File: config.mk
export PLATFORM = sky130hd
export DESIGN_NAME = chained_hash_table_engine_flat
export DESIGN_NICKNAME = d
export VERILOG_FILES = /design/src/cht_pkg.sv /design/src/cht_if.sv /design/src/cht_mod.sv /design/src/cht_ram.sv /design/src/chained_hash_table_engine.sv /design/src/flat_wrapper.sv
export SDC_FILE = /design/constraint.sdc
export NUM_CORES = 2
export LEC_CHECK = 0
export BUFFER_PORTS_ARGS = -buffer_cell sky130_fd_sc_hd__buf_4
export CAP_MARGIN = 25
export CORE_MARGIN = 2
export CORE_UTILIZATION = 60
export DETAILED_ROUTE_END_ITERATION = 8
export HOLD_SLACK_MARGIN = 0.12
export PLACE_DENSITY = 0.76
export SKIP_LAST_GASP = 1
export SLEW_MARGIN = 5
export SYNTH_ARGS = -nofsm -noshare
export SYNTH_HDL_FRONTEND = slang
export SYNTH_HIERARCHICAL = 1
export SYNTH_SLANG_ARGS = --single-unit
export TNS_END_PERCENT = 1
File: constraint.sdc
create_clock -name clk -period 6.25 [get_ports clk]
set_input_delay 1.25 -clock clk [delete_from_list [all_inputs] [get_ports clk]]
set_output_delay 1.25 -clock clk [all_outputs]
set_load 0.005 [all_outputs]
File: src/cht_pkg.sv
package cht_pkg;

  localparam int MAX_BUCKETS_DEF  = 16;
  localparam int BUCKET_DEPTH_DEF = 8;

  localparam int KEY_W = 16;
  localparam int VER_W = 8;
  localparam int CMD_W = 2;
  localparam int STS_W = 2;
  localparam int CFG_W = 5;

  localparam logic [CFG_W-1:0] BUCKET_COUNT_RST = 5'd10;

  localparam logic [CMD_W-1:0] CMD_INSERT = 2'd0;
  localparam logic [CMD_W-1:0] CMD_DELETE = 2'd1;
  localparam logic [CMD_W-1:0] CMD_LOOKUP = 2'd2;

  localparam logic [STS_W-1:0] ST_OK        = 2'd0;
  localparam logic [STS_W-1:0] ST_NOT_FOUND = 2'd1;
  localparam logic [STS_W-1:0] ST_FULL      = 2'd2;

  typedef struct packed {
    logic             flag_b;
    logic             flag_a;
    logic [VER_W-1:0] version;
    logic [KEY_W-1:0] key;
  } entry_t;

  localparam int ENTRY_W = $bits(entry_t);

  // status of the remainder unit toward the sequencer
  typedef struct packed {
    logic             done;
    logic [CFG_W-1:0] rem;
  } mod_res_t;

endpackage

File: src/cht_if.sv
interface cht_in_if import cht_pkg::*; ();
  logic             valid;
  logic             ready;
  logic [CMD_W-1:0] cmd;
  logic [KEY_W-1:0] key;
  logic [VER_W-1:0] version;
  logic             flag_a;
  logic             flag_b;

  modport source (output valid, cmd, key, version, flag_a, flag_b, input ready);
  modport sink   (input valid, cmd, key, version, flag_a, flag_b, output ready);
endinterface

interface cht_out_if import cht_pkg::*; ();
  logic             valid;
  logic             ready;
  logic [STS_W-1:0] status;
  logic [KEY_W-1:0] found_key;
  logic [VER_W-1:0] found_version;
  logic             found_flag_a;
  logic             found_flag_b;

  modport source (output valid, status, found_key, found_version, found_flag_a,
                  found_flag_b, input ready);
  modport sink   (input valid, status, found_key, found_version, found_flag_a,
                  found_flag_b, output ready);
endinterface

File: src/cht_mod.sv
// Restoring remainder, one dividend bit per cycle.
module cht_mod import cht_pkg::*; (
  input  logic             clk,
  input  logic             rst_n,
  input  logic             start,
  input  logic [KEY_W-1:0] dividend,
  input  logic [CFG_W-1:0] divisor,
  output mod_res_t         res
);

  localparam int CNT_W = $clog2(KEY_W);

  logic             busy_r, busy_nxt;
  logic             done_r, done_nxt;
  logic [CNT_W-1:0] cnt_r, cnt_nxt;
  logic [KEY_W-1:0] dvd_r, dvd_nxt;
  logic [CFG_W-1:0] dsr_r, dsr_nxt;
  logic [CFG_W-1:0] rem_r, rem_nxt;
  logic [CFG_W:0]   trial;

  assign trial = {rem_r, dvd_r[KEY_W-1]};

  always_comb begin
    busy_nxt = busy_r;
    done_nxt = 1'b0;
    cnt_nxt  = cnt_r;
    dvd_nxt  = dvd_r;
    dsr_nxt  = dsr_r;
    rem_nxt  = rem_r;
    if (start) begin
      busy_nxt = 1'b1;
      cnt_nxt  = '0;
      dvd_nxt  = dividend;
      dsr_nxt  = divisor;
      rem_nxt  = '0;
    end else if (busy_r) begin
      if (trial >= {1'b0, dsr_r}) begin
        rem_nxt = CFG_W'(trial - {1'b0, dsr_r});
      end else begin
        rem_nxt = CFG_W'(trial);
      end
      dvd_nxt = {dvd_r[KEY_W-2:0], 1'b0};
      cnt_nxt = cnt_r + 1'b1;
      if (cnt_r == CNT_W'(KEY_W - 1)) begin
        busy_nxt = 1'b0;
        done_nxt = 1'b1;
      end
    end
  end

  always_ff @(posedge clk) begin
    if (!rst_n) begin
      busy_r <= 1'b0;
      done_r <= 1'b0;
    end else begin
      busy_r <= busy_nxt;
      done_r <= done_nxt;
    end
    cnt_r <= cnt_nxt;
    dvd_r <= dvd_nxt;
    dsr_r <= dsr_nxt;
    rem_r <= rem_nxt;
  end

  assign res.done = done_r;
  assign res.rem  = rem_r;

endmodule

File: src/cht_ram.sv
// Single write port, single registered read port.
module cht_ram #(
  parameter int W     = 8,
  parameter int DEPTH = 16,
  parameter int AW    = 4
) (
  input  logic          clk,
  input  logic          we,
  input  logic [AW-1:0] waddr,
  input  logic [W-1:0]  wdata,
  input  logic [AW-1:0] raddr,
  output logic [W-1:0]  rdata
);

  logic [W-1:0] mem [DEPTH];

  always_ff @(posedge clk) begin
    if (we) begin
      mem[waddr] <= wdata;
    end
  end

  always_ff @(posedge clk) begin
    rdata <= mem[raddr];
  end

endmodule

File: src/chained_hash_table_engine.sv
// Channel   Dir  Handshake     Payload
// in_ch     in   valid/ready   cmd, key, version, flag_a, flag_b
// out_ch    out  valid/ready   status, found_key, found_version, found_flag_a, found_flag_b
// cfg       in   cfg_we        cfg_wdata (bucket_count)
//
// After reset the fill counts are cleared, one bucket a cycle, with in_ch.ready low. One
// transaction is worked on at a time: the remainder unit runs, the fill count is fetched and
// the command dispatched, slots are compared one by one and, on delete, the later slots are
// moved down one by one, then the output register is loaded and the engine goes back to
// idle. A result waiting on out_ch stalls only the final load step.
module chained_hash_table_engine import cht_pkg::*; #(
  parameter int MAX_BUCKETS  = MAX_BUCKETS_DEF,
  parameter int BUCKET_DEPTH = BUCKET_DEPTH_DEF
) (
  input  logic             clk,
  input  logic             rst_n,
  cht_in_if.sink           in_ch,
  cht_out_if.source        out_ch,
  input  logic             cfg_we,
  input  logic [CFG_W-1:0] cfg_wdata
);

  localparam int SLOTS  = MAX_BUCKETS * BUCKET_DEPTH;
  localparam int BKT_W  = (MAX_BUCKETS > 1) ? $clog2(MAX_BUCKETS) : 1;
  localparam int IDX_W  = (BUCKET_DEPTH > 1) ? $clog2(BUCKET_DEPTH) : 1;
  localparam int FILL_W = $clog2(BUCKET_DEPTH + 1);
  localparam int ADDR_W = (SLOTS > 1) ? $clog2(SLOTS) : 1;
  localparam int CLAMP  = (MAX_BUCKETS < 31) ? MAX_BUCKETS : 31;

  localparam logic [3:0] S_CLEAR  = 4'd0;
  localparam logic [3:0] S_IDLE   = 4'd1;
  localparam logic [3:0] S_MOD    = 4'd2;
  localparam logic [3:0] S_FREAD  = 4'd3;
  localparam logic [3:0] S_DISP   = 4'd4;
  localparam logic [3:0] S_SREAD  = 4'd5;
  localparam logic [3:0] S_SCMP   = 4'd6;
  localparam logic [3:0] S_DREAD  = 4'd7;
  localparam logic [3:0] S_DWRITE = 4'd8;
  localparam logic [3:0] S_FINISH = 4'd9;

  logic [3:0]        state_r, state_nxt;
  logic [CFG_W-1:0]  bucket_count_r;
  logic [CFG_W-1:0]  eff_buckets;
  logic [CMD_W-1:0]  cmd_r, cmd_nxt;
  entry_t            item_r, item_nxt;
  logic [BKT_W-1:0]  bucket_r, bucket_nxt;
  logic [BKT_W-1:0]  clr_cnt_r, clr_cnt_nxt;
  logic [FILL_W-1:0] fill_r, fill_nxt;
  logic [IDX_W-1:0]  idx_r, idx_nxt;
  logic [STS_W-1:0]  res_status_r, res_status_nxt;
  entry_t            res_entry_r, res_entry_nxt;
  logic              out_valid_r, out_valid_nxt;
  logic [STS_W-1:0]  out_status_r, out_status_nxt;
  entry_t            out_entry_r, out_entry_nxt;

  logic              accept;
  logic              mod_start;
  mod_res_t          mod_res;

  logic              fill_we;
  logic [BKT_W-1:0]  fill_waddr;
  logic [FILL_W-1:0] fill_wdata;
  logic [FILL_W-1:0] fill_rdata;

  logic              slot_we;
  logic [ADDR_W-1:0] slot_waddr;
  logic [ADDR_W-1:0] slot_raddr;
  logic [ADDR_W-1:0] base;
  entry_t            slot_wdata;
  logic [ENTRY_W-1:0] slot_rdata;
  entry_t            slot_entry;
  logic              last_idx;

  always_ff @(posedge clk) begin
    if (!rst_n) begin
      bucket_count_r <= BUCKET_COUNT_RST;
    end else if (cfg_we) begin
      bucket_count_r <= cfg_wdata;
    end
  end

  always_comb begin
    if (bucket_count_r == '0) begin
      eff_buckets = CFG_W'(1);
    end else if (int'(bucket_count_r) > CLAMP) begin
      eff_buckets = CFG_W'(CLAMP);
    end else begin
      eff_buckets = bucket_count_r;
    end
  end

  assign accept    = in_ch.valid && in_ch.ready;
  assign mod_start = accept;

  cht_mod u_mod (
    .clk      (clk),
    .rst_n    (rst_n),
    .start    (mod_start),
    .dividend (in_ch.key),
    .divisor  (eff_buckets),
    .res      (mod_res)
  );

  cht_ram #(.W(FILL_W), .DEPTH(MAX_BUCKETS), .AW(BKT_W)) u_fill_ram (
    .clk   (clk),
    .we    (fill_we),
    .waddr (fill_waddr),
    .wdata (fill_wdata),
    .raddr (bucket_r),
    .rdata (fill_rdata)
  );

  cht_ram #(.W(ENTRY_W), .DEPTH(SLOTS), .AW(ADDR_W)) u_slot_ram (
    .clk   (clk),
    .we    (slot_we),
    .waddr (slot_waddr),
    .wdata (slot_wdata),
    .raddr (slot_raddr),
    .rdata (slot_rdata)
  );

  assign slot_entry = entry_t'(slot_rdata);
  assign base       = ADDR_W'(bucket_r) * ADDR_W'(BUCKET_DEPTH);
  assign last_idx   = (FILL_W'(idx_r) + FILL_W'(1)) == fill_r;

  always_comb begin
    if (state_r == S_DREAD) begin
      slot_raddr = base + ADDR_W'(idx_r) + ADDR_W'(1);
    end else begin
      slot_raddr = base + ADDR_W'(idx_r);
    end
  end

  always_comb begin
    state_nxt      = state_r;
    cmd_nxt        = cmd_r;
    item_nxt       = item_r;
    bucket_nxt     = bucket_r;
    clr_cnt_nxt    = clr_cnt_r;
    fill_nxt       = fill_r;
    idx_nxt        = idx_r;
    res_status_nxt = res_status_r;
    res_entry_nxt  = res_entry_r;
    out_valid_nxt  = out_valid_r;
    out_status_nxt = out_status_r;
    out_entry_nxt  = out_entry_r;
    fill_we        = 1'b0;
    fill_waddr     = bucket_r;
    fill_wdata     = '0;
    slot_we        = 1'b0;
    slot_waddr     = base + ADDR_W'(idx_r);
    slot_wdata     = slot_entry;

    if (out_valid_r && out_ch.ready) begin
      out_valid_nxt = 1'b0;
    end

    case (state_r)
      S_CLEAR: begin
        fill_we     = 1'b1;
        fill_waddr  = clr_cnt_r;
        clr_cnt_nxt = clr_cnt_r + 1'b1;
        if (clr_cnt_r == BKT_W'(MAX_BUCKETS - 1)) begin
          state_nxt = S_IDLE;
        end
      end
      S_IDLE: begin
        if (accept) begin
          cmd_nxt          = in_ch.cmd;
          item_nxt.key     = in_ch.key;
          item_nxt.version = in_ch.version;
          item_nxt.flag_a  = in_ch.flag_a;
          item_nxt.flag_b  = in_ch.flag_b;
          state_nxt        = S_MOD;
        end
      end
      S_MOD: begin
        if (mod_res.done) begin
          bucket_nxt = BKT_W'(mod_res.rem);
          state_nxt  = S_FREAD;
        end
      end
      S_FREAD: begin
        state_nxt = S_DISP;
      end
      S_DISP: begin
        fill_nxt       = fill_rdata;
        idx_nxt        = '0;
        res_status_nxt = ST_OK;
        res_entry_nxt  = '0;
        state_nxt      = S_FINISH;
        case (cmd_r)
          CMD_INSERT: begin
            if (fill_rdata == FILL_W'(BUCKET_DEPTH)) begin
              res_status_nxt = ST_FULL;
            end else begin
              slot_we    = 1'b1;
              slot_waddr = base + ADDR_W'(fill_rdata);
              slot_wdata = item_r;
              fill_we    = 1'b1;
              fill_wdata = fill_rdata + 1'b1;
            end
          end
          CMD_DELETE, CMD_LOOKUP: begin
            if (fill_rdata == '0) begin
              res_status_nxt = ST_NOT_FOUND;
            end else begin
              state_nxt = S_SREAD;
            end
          end
          default: begin
            res_status_nxt = ST_OK;
          end
        endcase
      end
      S_SREAD: begin
        state_nxt = S_SCMP;
      end
      S_SCMP: begin
        if (slot_entry.key == item_r.key) begin
          if (cmd_r == CMD_LOOKUP) begin
            res_entry_nxt = slot_entry;
            state_nxt     = S_FINISH;
          end else begin
            state_nxt = S_DREAD;
          end
        end else if (last_idx) begin
          res_status_nxt = ST_NOT_FOUND;
          state_nxt      = S_FINISH;
        end else begin
          idx_nxt   = idx_r + 1'b1;
          state_nxt = S_SREAD;
        end
      end
      S_DREAD: begin
        if (last_idx) begin
          fill_we    = 1'b1;
          fill_wdata = fill_r - 1'b1;
          state_nxt  = S_FINISH;
        end else begin
          state_nxt = S_DWRITE;
        end
      end
      S_DWRITE: begin
        // move the next slot down over the current one
        slot_we   = 1'b1;
        idx_nxt   = idx_r + 1'b1;
        state_nxt = S_DREAD;
      end
      S_FINISH: begin
        if (!out_valid_r || out_ch.ready) begin
          out_valid_nxt  = 1'b1;
          out_status_nxt = res_status_r;
          out_entry_nxt  = res_entry_r;
          state_nxt      = S_IDLE;
        end
      end
      default: begin
        state_nxt = S_IDLE;
      end
    endcase
  end

  always_ff @(posedge clk) begin
    if (!rst_n) begin
      state_r     <= S_CLEAR;
      clr_cnt_r   <= '0;
      out_valid_r <= 1'b0;
    end else begin
      state_r     <= state_nxt;
      clr_cnt_r   <= clr_cnt_nxt;
      out_valid_r <= out_valid_nxt;
    end
    cmd_r        <= cmd_nxt;
    item_r       <= item_nxt;
    bucket_r     <= bucket_nxt;
    fill_r       <= fill_nxt;
    idx_r        <= idx_nxt;
    res_status_r <= res_status_nxt;
    res_entry_r  <= res_entry_nxt;
    out_status_r <= out_status_nxt;
    out_entry_r  <= out_entry_nxt;
  end

  assign in_ch.ready          = (state_r == S_IDLE);
  assign out_ch.valid         = out_valid_r;
  assign out_ch.status        = out_status_r;
  assign out_ch.found_key     = out_entry_r.key;
  assign out_ch.found_version = out_entry_r.version;
  assign out_ch.found_flag_a  = out_entry_r.flag_a;
  assign out_ch.found_flag_b  = out_entry_r.flag_b;

`ifndef SYNTH
  a_fill_bound: assert property (@(posedge clk) disable iff (!rst_n)
    fill_we |-> int'(fill_wdata) <= BUCKET_DEPTH)
    else $error("fill count written above bucket depth");

  a_mod_done_state: assert property (@(posedge clk) disable iff (!rst_n)
    mod_res.done |-> state_r == S_MOD)
    else $error("remainder finished outside its wait state");

  a_slot_in_bucket: assert property (@(posedge clk) disable iff (!rst_n)
    slot_we |-> (slot_waddr >= base) && (int'(slot_waddr) < int'(base) + BUCKET_DEPTH))
    else $error("slot write outside the selected bucket");
`endif

endmodule

File: src/flat_wrapper.sv
// flat-port wrapper written by rule: the top's interface ports become plain ports
module chained_hash_table_engine_flat import cht_pkg::*;
#(
  parameter int MAX_BUCKETS  = MAX_BUCKETS_DEF,
  parameter int BUCKET_DEPTH = BUCKET_DEPTH_DEF
)
  (clk, rst_n, cfg_we, cfg_wdata, in_ch_valid, in_ch_cmd, in_ch_key, in_ch_version, in_ch_flag_a, in_ch_flag_b, in_ch_ready, out_ch_valid, out_ch_status, out_ch_found_key, out_ch_found_version, out_ch_found_flag_a, out_ch_found_flag_b, out_ch_ready);
  cht_in_if in_ch_i ();
  cht_out_if out_ch_i ();
  input  logic clk;
  input  logic rst_n;
  input  logic cfg_we;
  input  logic [CFG_W-1:0] cfg_wdata;
  input wire logic [$bits(in_ch_i.valid)-1:0] in_ch_valid;
  input wire logic [$bits(in_ch_i.cmd)-1:0] in_ch_cmd;
  input wire logic [$bits(in_ch_i.key)-1:0] in_ch_key;
  input wire logic [$bits(in_ch_i.version)-1:0] in_ch_version;
  input wire logic [$bits(in_ch_i.flag_a)-1:0] in_ch_flag_a;
  input wire logic [$bits(in_ch_i.flag_b)-1:0] in_ch_flag_b;
  output wire logic [$bits(in_ch_i.ready)-1:0] in_ch_ready;
  output wire logic [$bits(out_ch_i.valid)-1:0] out_ch_valid;
  output wire logic [$bits(out_ch_i.status)-1:0] out_ch_status;
  output wire logic [$bits(out_ch_i.found_key)-1:0] out_ch_found_key;
  output wire logic [$bits(out_ch_i.found_version)-1:0] out_ch_found_version;
  output wire logic [$bits(out_ch_i.found_flag_a)-1:0] out_ch_found_flag_a;
  output wire logic [$bits(out_ch_i.found_flag_b)-1:0] out_ch_found_flag_b;
  input wire logic [$bits(out_ch_i.ready)-1:0] out_ch_ready;
  assign in_ch_i.valid = in_ch_valid;
  assign in_ch_i.cmd = in_ch_cmd;
  assign in_ch_i.key = in_ch_key;
  assign in_ch_i.version = in_ch_version;
  assign in_ch_i.flag_a = in_ch_flag_a;
  assign in_ch_i.flag_b = in_ch_flag_b;
  assign in_ch_ready = in_ch_i.ready;
  assign out_ch_valid = out_ch_i.valid;
  assign out_ch_status = out_ch_i.status;
  assign out_ch_found_key = out_ch_i.found_key;
  assign out_ch_found_version = out_ch_i.found_version;
  assign out_ch_found_flag_a = out_ch_i.found_flag_a;
  assign out_ch_found_flag_b = out_ch_i.found_flag_b;
  assign out_ch_i.ready = out_ch_ready;
  chained_hash_table_engine #(.MAX_BUCKETS(MAX_BUCKETS), .BUCKET_DEPTH(BUCKET_DEPTH)) u_core (.clk(clk), .rst_n(rst_n), .in_ch(in_ch_i), .out_ch(out_ch_i), .cfg_we(cfg_we), .cfg_wdata(cfg_wdata));
endmodule
Word level (Yosys, flattened, before mapping)
Memories as Yosys holds them, arrays and structs flattened. A register that Yosys moved wholly into a read port is not among the register bits. Index checks and enable logic that the tools add are counted.

Register bits: 141. RAM bits: 3392. Input bits: 38. Memories: 2.

Memory list: u_core.u_slot_ram.mem (depth 128, bits a word 26, rd ports 1, clocked after Yosys merged registers in 1, wr ports 1, RTL line cht_ram.sv:15) `logic [W-1:0] mem [DEPTH];`; u_core.u_fill_ram.mem (depth 16, bits a word 4, rd ports 1, clocked after Yosys merged registers in 1, wr ports 1, RTL line cht_ram.sv:15).

$add $sub $neg: 10. $lt $le $gt $ge: 2. Equality and inequality tests: 25. Muxes and demuxes: 55. Bitwise gates (word level): 2. Reductions and logical operators: 21.

Operators by type and width (count): $mux 26 (5); $mux 4 (13); $pmux 26 s2 (1); $pmux 4 s10 (1); $mux 16 (2); $mux 7 (4); $eq 4x4->1 const B (5); $eq 16x16->1 (1); $eq 4x3->1 const B (4); $mux 1 (16); $add 4x1->4 const B (3); $mux 5 (2); $ne 2x1->1 const B (5); $pmux 3 s3 (1); $reduce_and 3->1 (3); $eq 4x2->1 const B (2); $logic_not 4->1 (2); $ne 2x2->1 const B (4); $pmux 2 s2 (2); $pmux 4 s2 (1); $add 7x1->7 const B (1); $add 7x3->7 (1); $add 7x4->7 (1); $ge 6x5->1 (1); 25 further kinds (34).

Logic depth before layout (Yosys ltp)
Depth after elaboration: 6. Mapped depth: 13.

Modules after synthesis
The synthesis kept the hierarchy.

By module, submodules not included: cht_ram at u_core.u_slot_ram (times used 1, cells an instance 4902, area an instance 127098.1 µm²); chained_hash_table_engine (times used 1, cells an instance 376, area an instance 5083.6 µm²); cht_ram at u_core.u_fill_ram (times used 1, cells an instance 130, area an instance 2666.3 µm²); cht_mod (times used 1, cells an instance 115, area an instance 1503.9 µm²).

Worst setup path before layout
Ideal clock, no wire load.

Kind: flip-flop to flip-flop. Start: register u_core.state_r[3]. End: memory u_core/u_slot_ram/mem[78][0] (netlist bit), enable pin. Library setup time: 0.442 ns. Arrival time: 4.058 ns. Path slack: 1.750 ns. Stages on the path, launching flop included: 11. Buffers on the path: 2. Clock period less this slack: 4.500 ns. Cells stage by stage: dfxtp_1 > nand2b_1 > buf_2 > nor4b_4 > nand2b_2 > buf_6 > nor2_1 > xor2_1 > nor2b_1 > nand3_1 > nor3_1.

RTL lines: start, declared (RTL line chained_hash_table_engine.sv:41) `logic [3:0] state_r, state_nxt;`; start signal, assigned (RTL line chained_hash_table_engine.sv:270) `state_r <= state_nxt;`; $eq 4x3->1 (RTL line chained_hash_table_engine.sv:158) `case (state_r)`; $mux 7 (RTL line chained_hash_table_engine.sv:158); net u_core.slot_waddr[6] (RTL line chained_hash_table_engine.sv:66) `logic [ADDR_W-1:0] slot_waddr;`; end, declared (RTL line cht_ram.sv:15).

The timed path passes the listed nets, and every way through them passes these cells.

Final worst setup path
Start: register u_core.state_r[2]. End: register u_core.u_slot_ram.rdata[8], read port of u_core.u_slot_ram.mem.

Word-level cells in the longest chain between the ends: 2.

Ends and longest elaborated chain: $eq 4x3->1 (RTL line chained_hash_table_engine.sv:127) `if (state_r == S_DREAD) begin`; $mux 7 (RTL line chained_hash_table_engine.sv:127); net u_core.slot_raddr[2] (RTL line chained_hash_table_engine.sv:67) `logic [ADDR_W-1:0] slot_raddr;`; end, declared (RTL line cht_ram.sv:12) `output logic [W-1:0] rdata`.

The timed path passes the listed nets, and every way through them passes these cells. A chain may end at the register's enable or synchronous reset.

==> results.yml <==
run_status:
  status: "completed"
route:
  ant_nets: 0
  first_iter_violations: 11200
  wl_per_cell_um: 40.0
  drc: 0
  wl_um: 368000
  drt_pass1_iterations: 6
  vias: 66000
  via_per_inst: 7.17
global_route:
  use_met1_pct: 43.6
  grt_pass1_vias: 66500
  antenna_found_initial: 40
  grt_pass1_wl_um: 517000
  grt_max_degree: 98
  use_met3_pct: 9.33
  groute.layer.met2.usage_pct: 50.0
  grt_use_total_pct: 32.4
  overflow: 0
  top_usage_layer: "met2"
cts:
  cts_resized: 0
  clk-insertion-delay-late_ps: 1000
  cts.path.max_buffers: 4
  clock-root-buffer: "clkbuf_16"
  hold_buffers: 0
  cts_buffers: 351
  cts.htree.levels: 5
  cts_tree: "built"
  post_cts_buffers: 0
  cts.sinks: 3563
  cts.clk_slew.worst_paths_ps: 60
synthesis:
  synthFlopType: "edfxtp_1"
  syn_area_um2: 136000
  yosysUniqueCellTypes: 60
  ys_top_cells_by_area: "edfxtp_1 (77%), mux4_2 (18%), dfxtp_1 (0.81%), clkbuf_1 (0.44%), nor2_1 (0.44%)"
  syn_area_per_cell_um2: 24.7
  ys_seq_area_share_pct: 78.1
  yosysWarnings: 6
  synth_nets: 5578
  synth_commonest_cells: "edfxtp_1 (3,508), mux4_2 (1,094), clkbuf_1 (161)"
  synth.most_common_cell: "edfxtp_1"
  synth-edff-count: 3508
  ys_ff_latch: 3563
  synth_cells: 5523
  yosysTopAreaCellShare_pct: 77.3
  synth-async-reset-ratio_pct: 0
  yosysTopAreaCell: "edfxtp_1"
worst_setup_path:
  crit_fanout: 19
  arrival_ps: 6350
  crit_path_start_kind: "flip-flop"
  path_class: "reg2reg"
  end_kind: "flip-flop"
  crit_required_ps: 7110
die:
  die_h_um: 481
  io_pins: 68
  rows: 174
  dieArea_um2: 231000
  core_um2: 225000
  initial_utilization_pct: 60.5
  die_x_um: 481
placement:
  dpl.cell_count: 8556
  place_hpwl_um: 197000
  gp_congestion: 0.860
  place_ws_ps: 1010
  io_buffers: 67
sta:
  post-route-period-util_pct: 87.9
  relSlewSlack_pct: 27.6
  fin_skew_ps: 54.6
  fmax_mhz: 182
  fin_crit_ps: 5490
  setup_viol: 0
  tightest_slew_ps: 1080
  timing.setup.tns_ps: 0
  drv_slew: 0
  rsz0062_at_grt: "false"
  setup_ws_ps: 758
  hold_viol: 0
cells_and_area:
  fill_cells: 12600
  layoutNonFillerInstCount: 9202
  nets: 5984
  post_route_cells_drive_above_1_share_pct: 34.7
  area_delta_synth_final_pct: 13.2
power_and_ir_drop:
  peakVddDrop_mv: 0.305
  total_power_w: 0.0465
  power.static_leakage_nw: 35.6
  p_per_area_nw_per_um2: 301
hold_path:
  hp-class: "reg2reg"
flow_run:
  drv_cap: 0
[registers in the layout, summed over array words and instances, names as in the netlist, 5 cells and up]
signal,flops
u_core/u_slot_ram/mem,3328
u_core/u_fill_ram/mem,64
u_core/item_r,26
u_core/res_entry_r,26
u_core/u_slot_ram/rdata,26
u_core/out_ch.found_key,16
u_core/u_mod/dvd_r,16
u_core/out_ch.found_version,8
u_core/bucket_count_r,5
u_core/u_mod/dsr_r,5
u_core/u_mod/rem_r,5
[layout make-up]
| class | instances | area, um^2 | share of cell area (%) |
|---|---|---|---|
| sequential | 3563 | 106000 | 68.9 |
| multi-input combinational | 1652 | 29700 | 19.2 |
| clock buffer | 433 | 9340 | 6.05 |
| tap | 2992 | 3740 | 2.42 |
| timing repair buffer | 342 | 3400 | 2.20 |
| clock inverter | 192 | 1650 | 1.07 |
| inverter | 19 | 71.3 | 0.0462 |
| antenna | 9 | 22.5 | 0.0146 |
[power breakdown]
part | internal [W] | switching (W)
sequential | 0.0258 | 0.00000609
combinational | 0.0000298 | 0.0000405
clock | 0.0117 | 0.00884
total | 0.0376 | 0.00889
[layer usage]
layer	routed length (um)	up-vias
met5	184	-
met4	18900	28
met3	51000	926
met2	175000	5537
met1	123000	34900
li1	-	24600
[cells by family (layout without fill, tap and decap cells)]
group	Yosys count	count (layout)	synth area share [%]
muxes	1188	1188	19.0
adders and majority gates	17	17	0.162
and+or+nand+nor	359	359	1.25
DFF	3563	3563	78.1
AOI/OAI and AO/OA	43	43	0.238
buffers and inverters	308	986	0.953
other	0	9	0
xor gates and xnor gates	45	45	0.289
[placed cells by master (no fill, tap or decap), types with 27 or more instances in the layout]
cell type,netlist,layout
nor2_1,159,40
mux4_2,1094,1094
buf_12,1,47
clkbuf_16,0,360
nor2_4,0,119
edfxtp_1,3508,3508
mux2_4,19,27
mux2_2,43,42
nand2_1,61,58
clkinv_2,0,69
buf_4,1,283
bufinv_16,0,27
and2_1,31,30
dfxtp_1,55,55
clkbuf_1,161,67
clkinv_1,0,69
[through the flow]
| stage | hold WS, ps | area, um^2 | utilization (%) |
|---|---|---|---|
| 6_report | 415 | 154000 | 68.5 |
| 5_1_grt | 435 | 154000 | 68.5 |
| 4_1_cts | 415 | 154000 | 68.4 |
| 3_5_place_dp | 405 | 143000 | 63.5 |
| 3_3_place_gp | 406 | 143000 | 63.3 |
| 2_1_floorplan | 400 | 136000 | - |
[worst paths after layout]
kind / depth (start not counted) / slack [ps] / start / end
worst max-delay path: 12 / 760 / u_core/state_r[2] / u_core/u_slot_ram/rdata[8]
worst min-delay path: 0 / 420 / u_core/res_entry_r[7] / u_core/out_ch.found_key[7]
worst max register to register: 12 / 760 / u_core/state_r[2] / u_core/u_slot_ram/rdata[8]
worst min register to register: 0 / 420 / u_core/res_entry_r[7] / u_core/out_ch.found_key[7]
[critical path, stage by stage, from the launching register on]
cell	delay (ps)
dfxtp_1	590
nand2b_1	360
nor2_1	740
nand2_1	230
xnor2_2	270
buf_12	240
buf_4	280
buf_4	390
buf_4	290
mux4_2	380
mux4_2	590
mux4_2	670
mux2_2	320
Power figures use the tool's default switching activity.
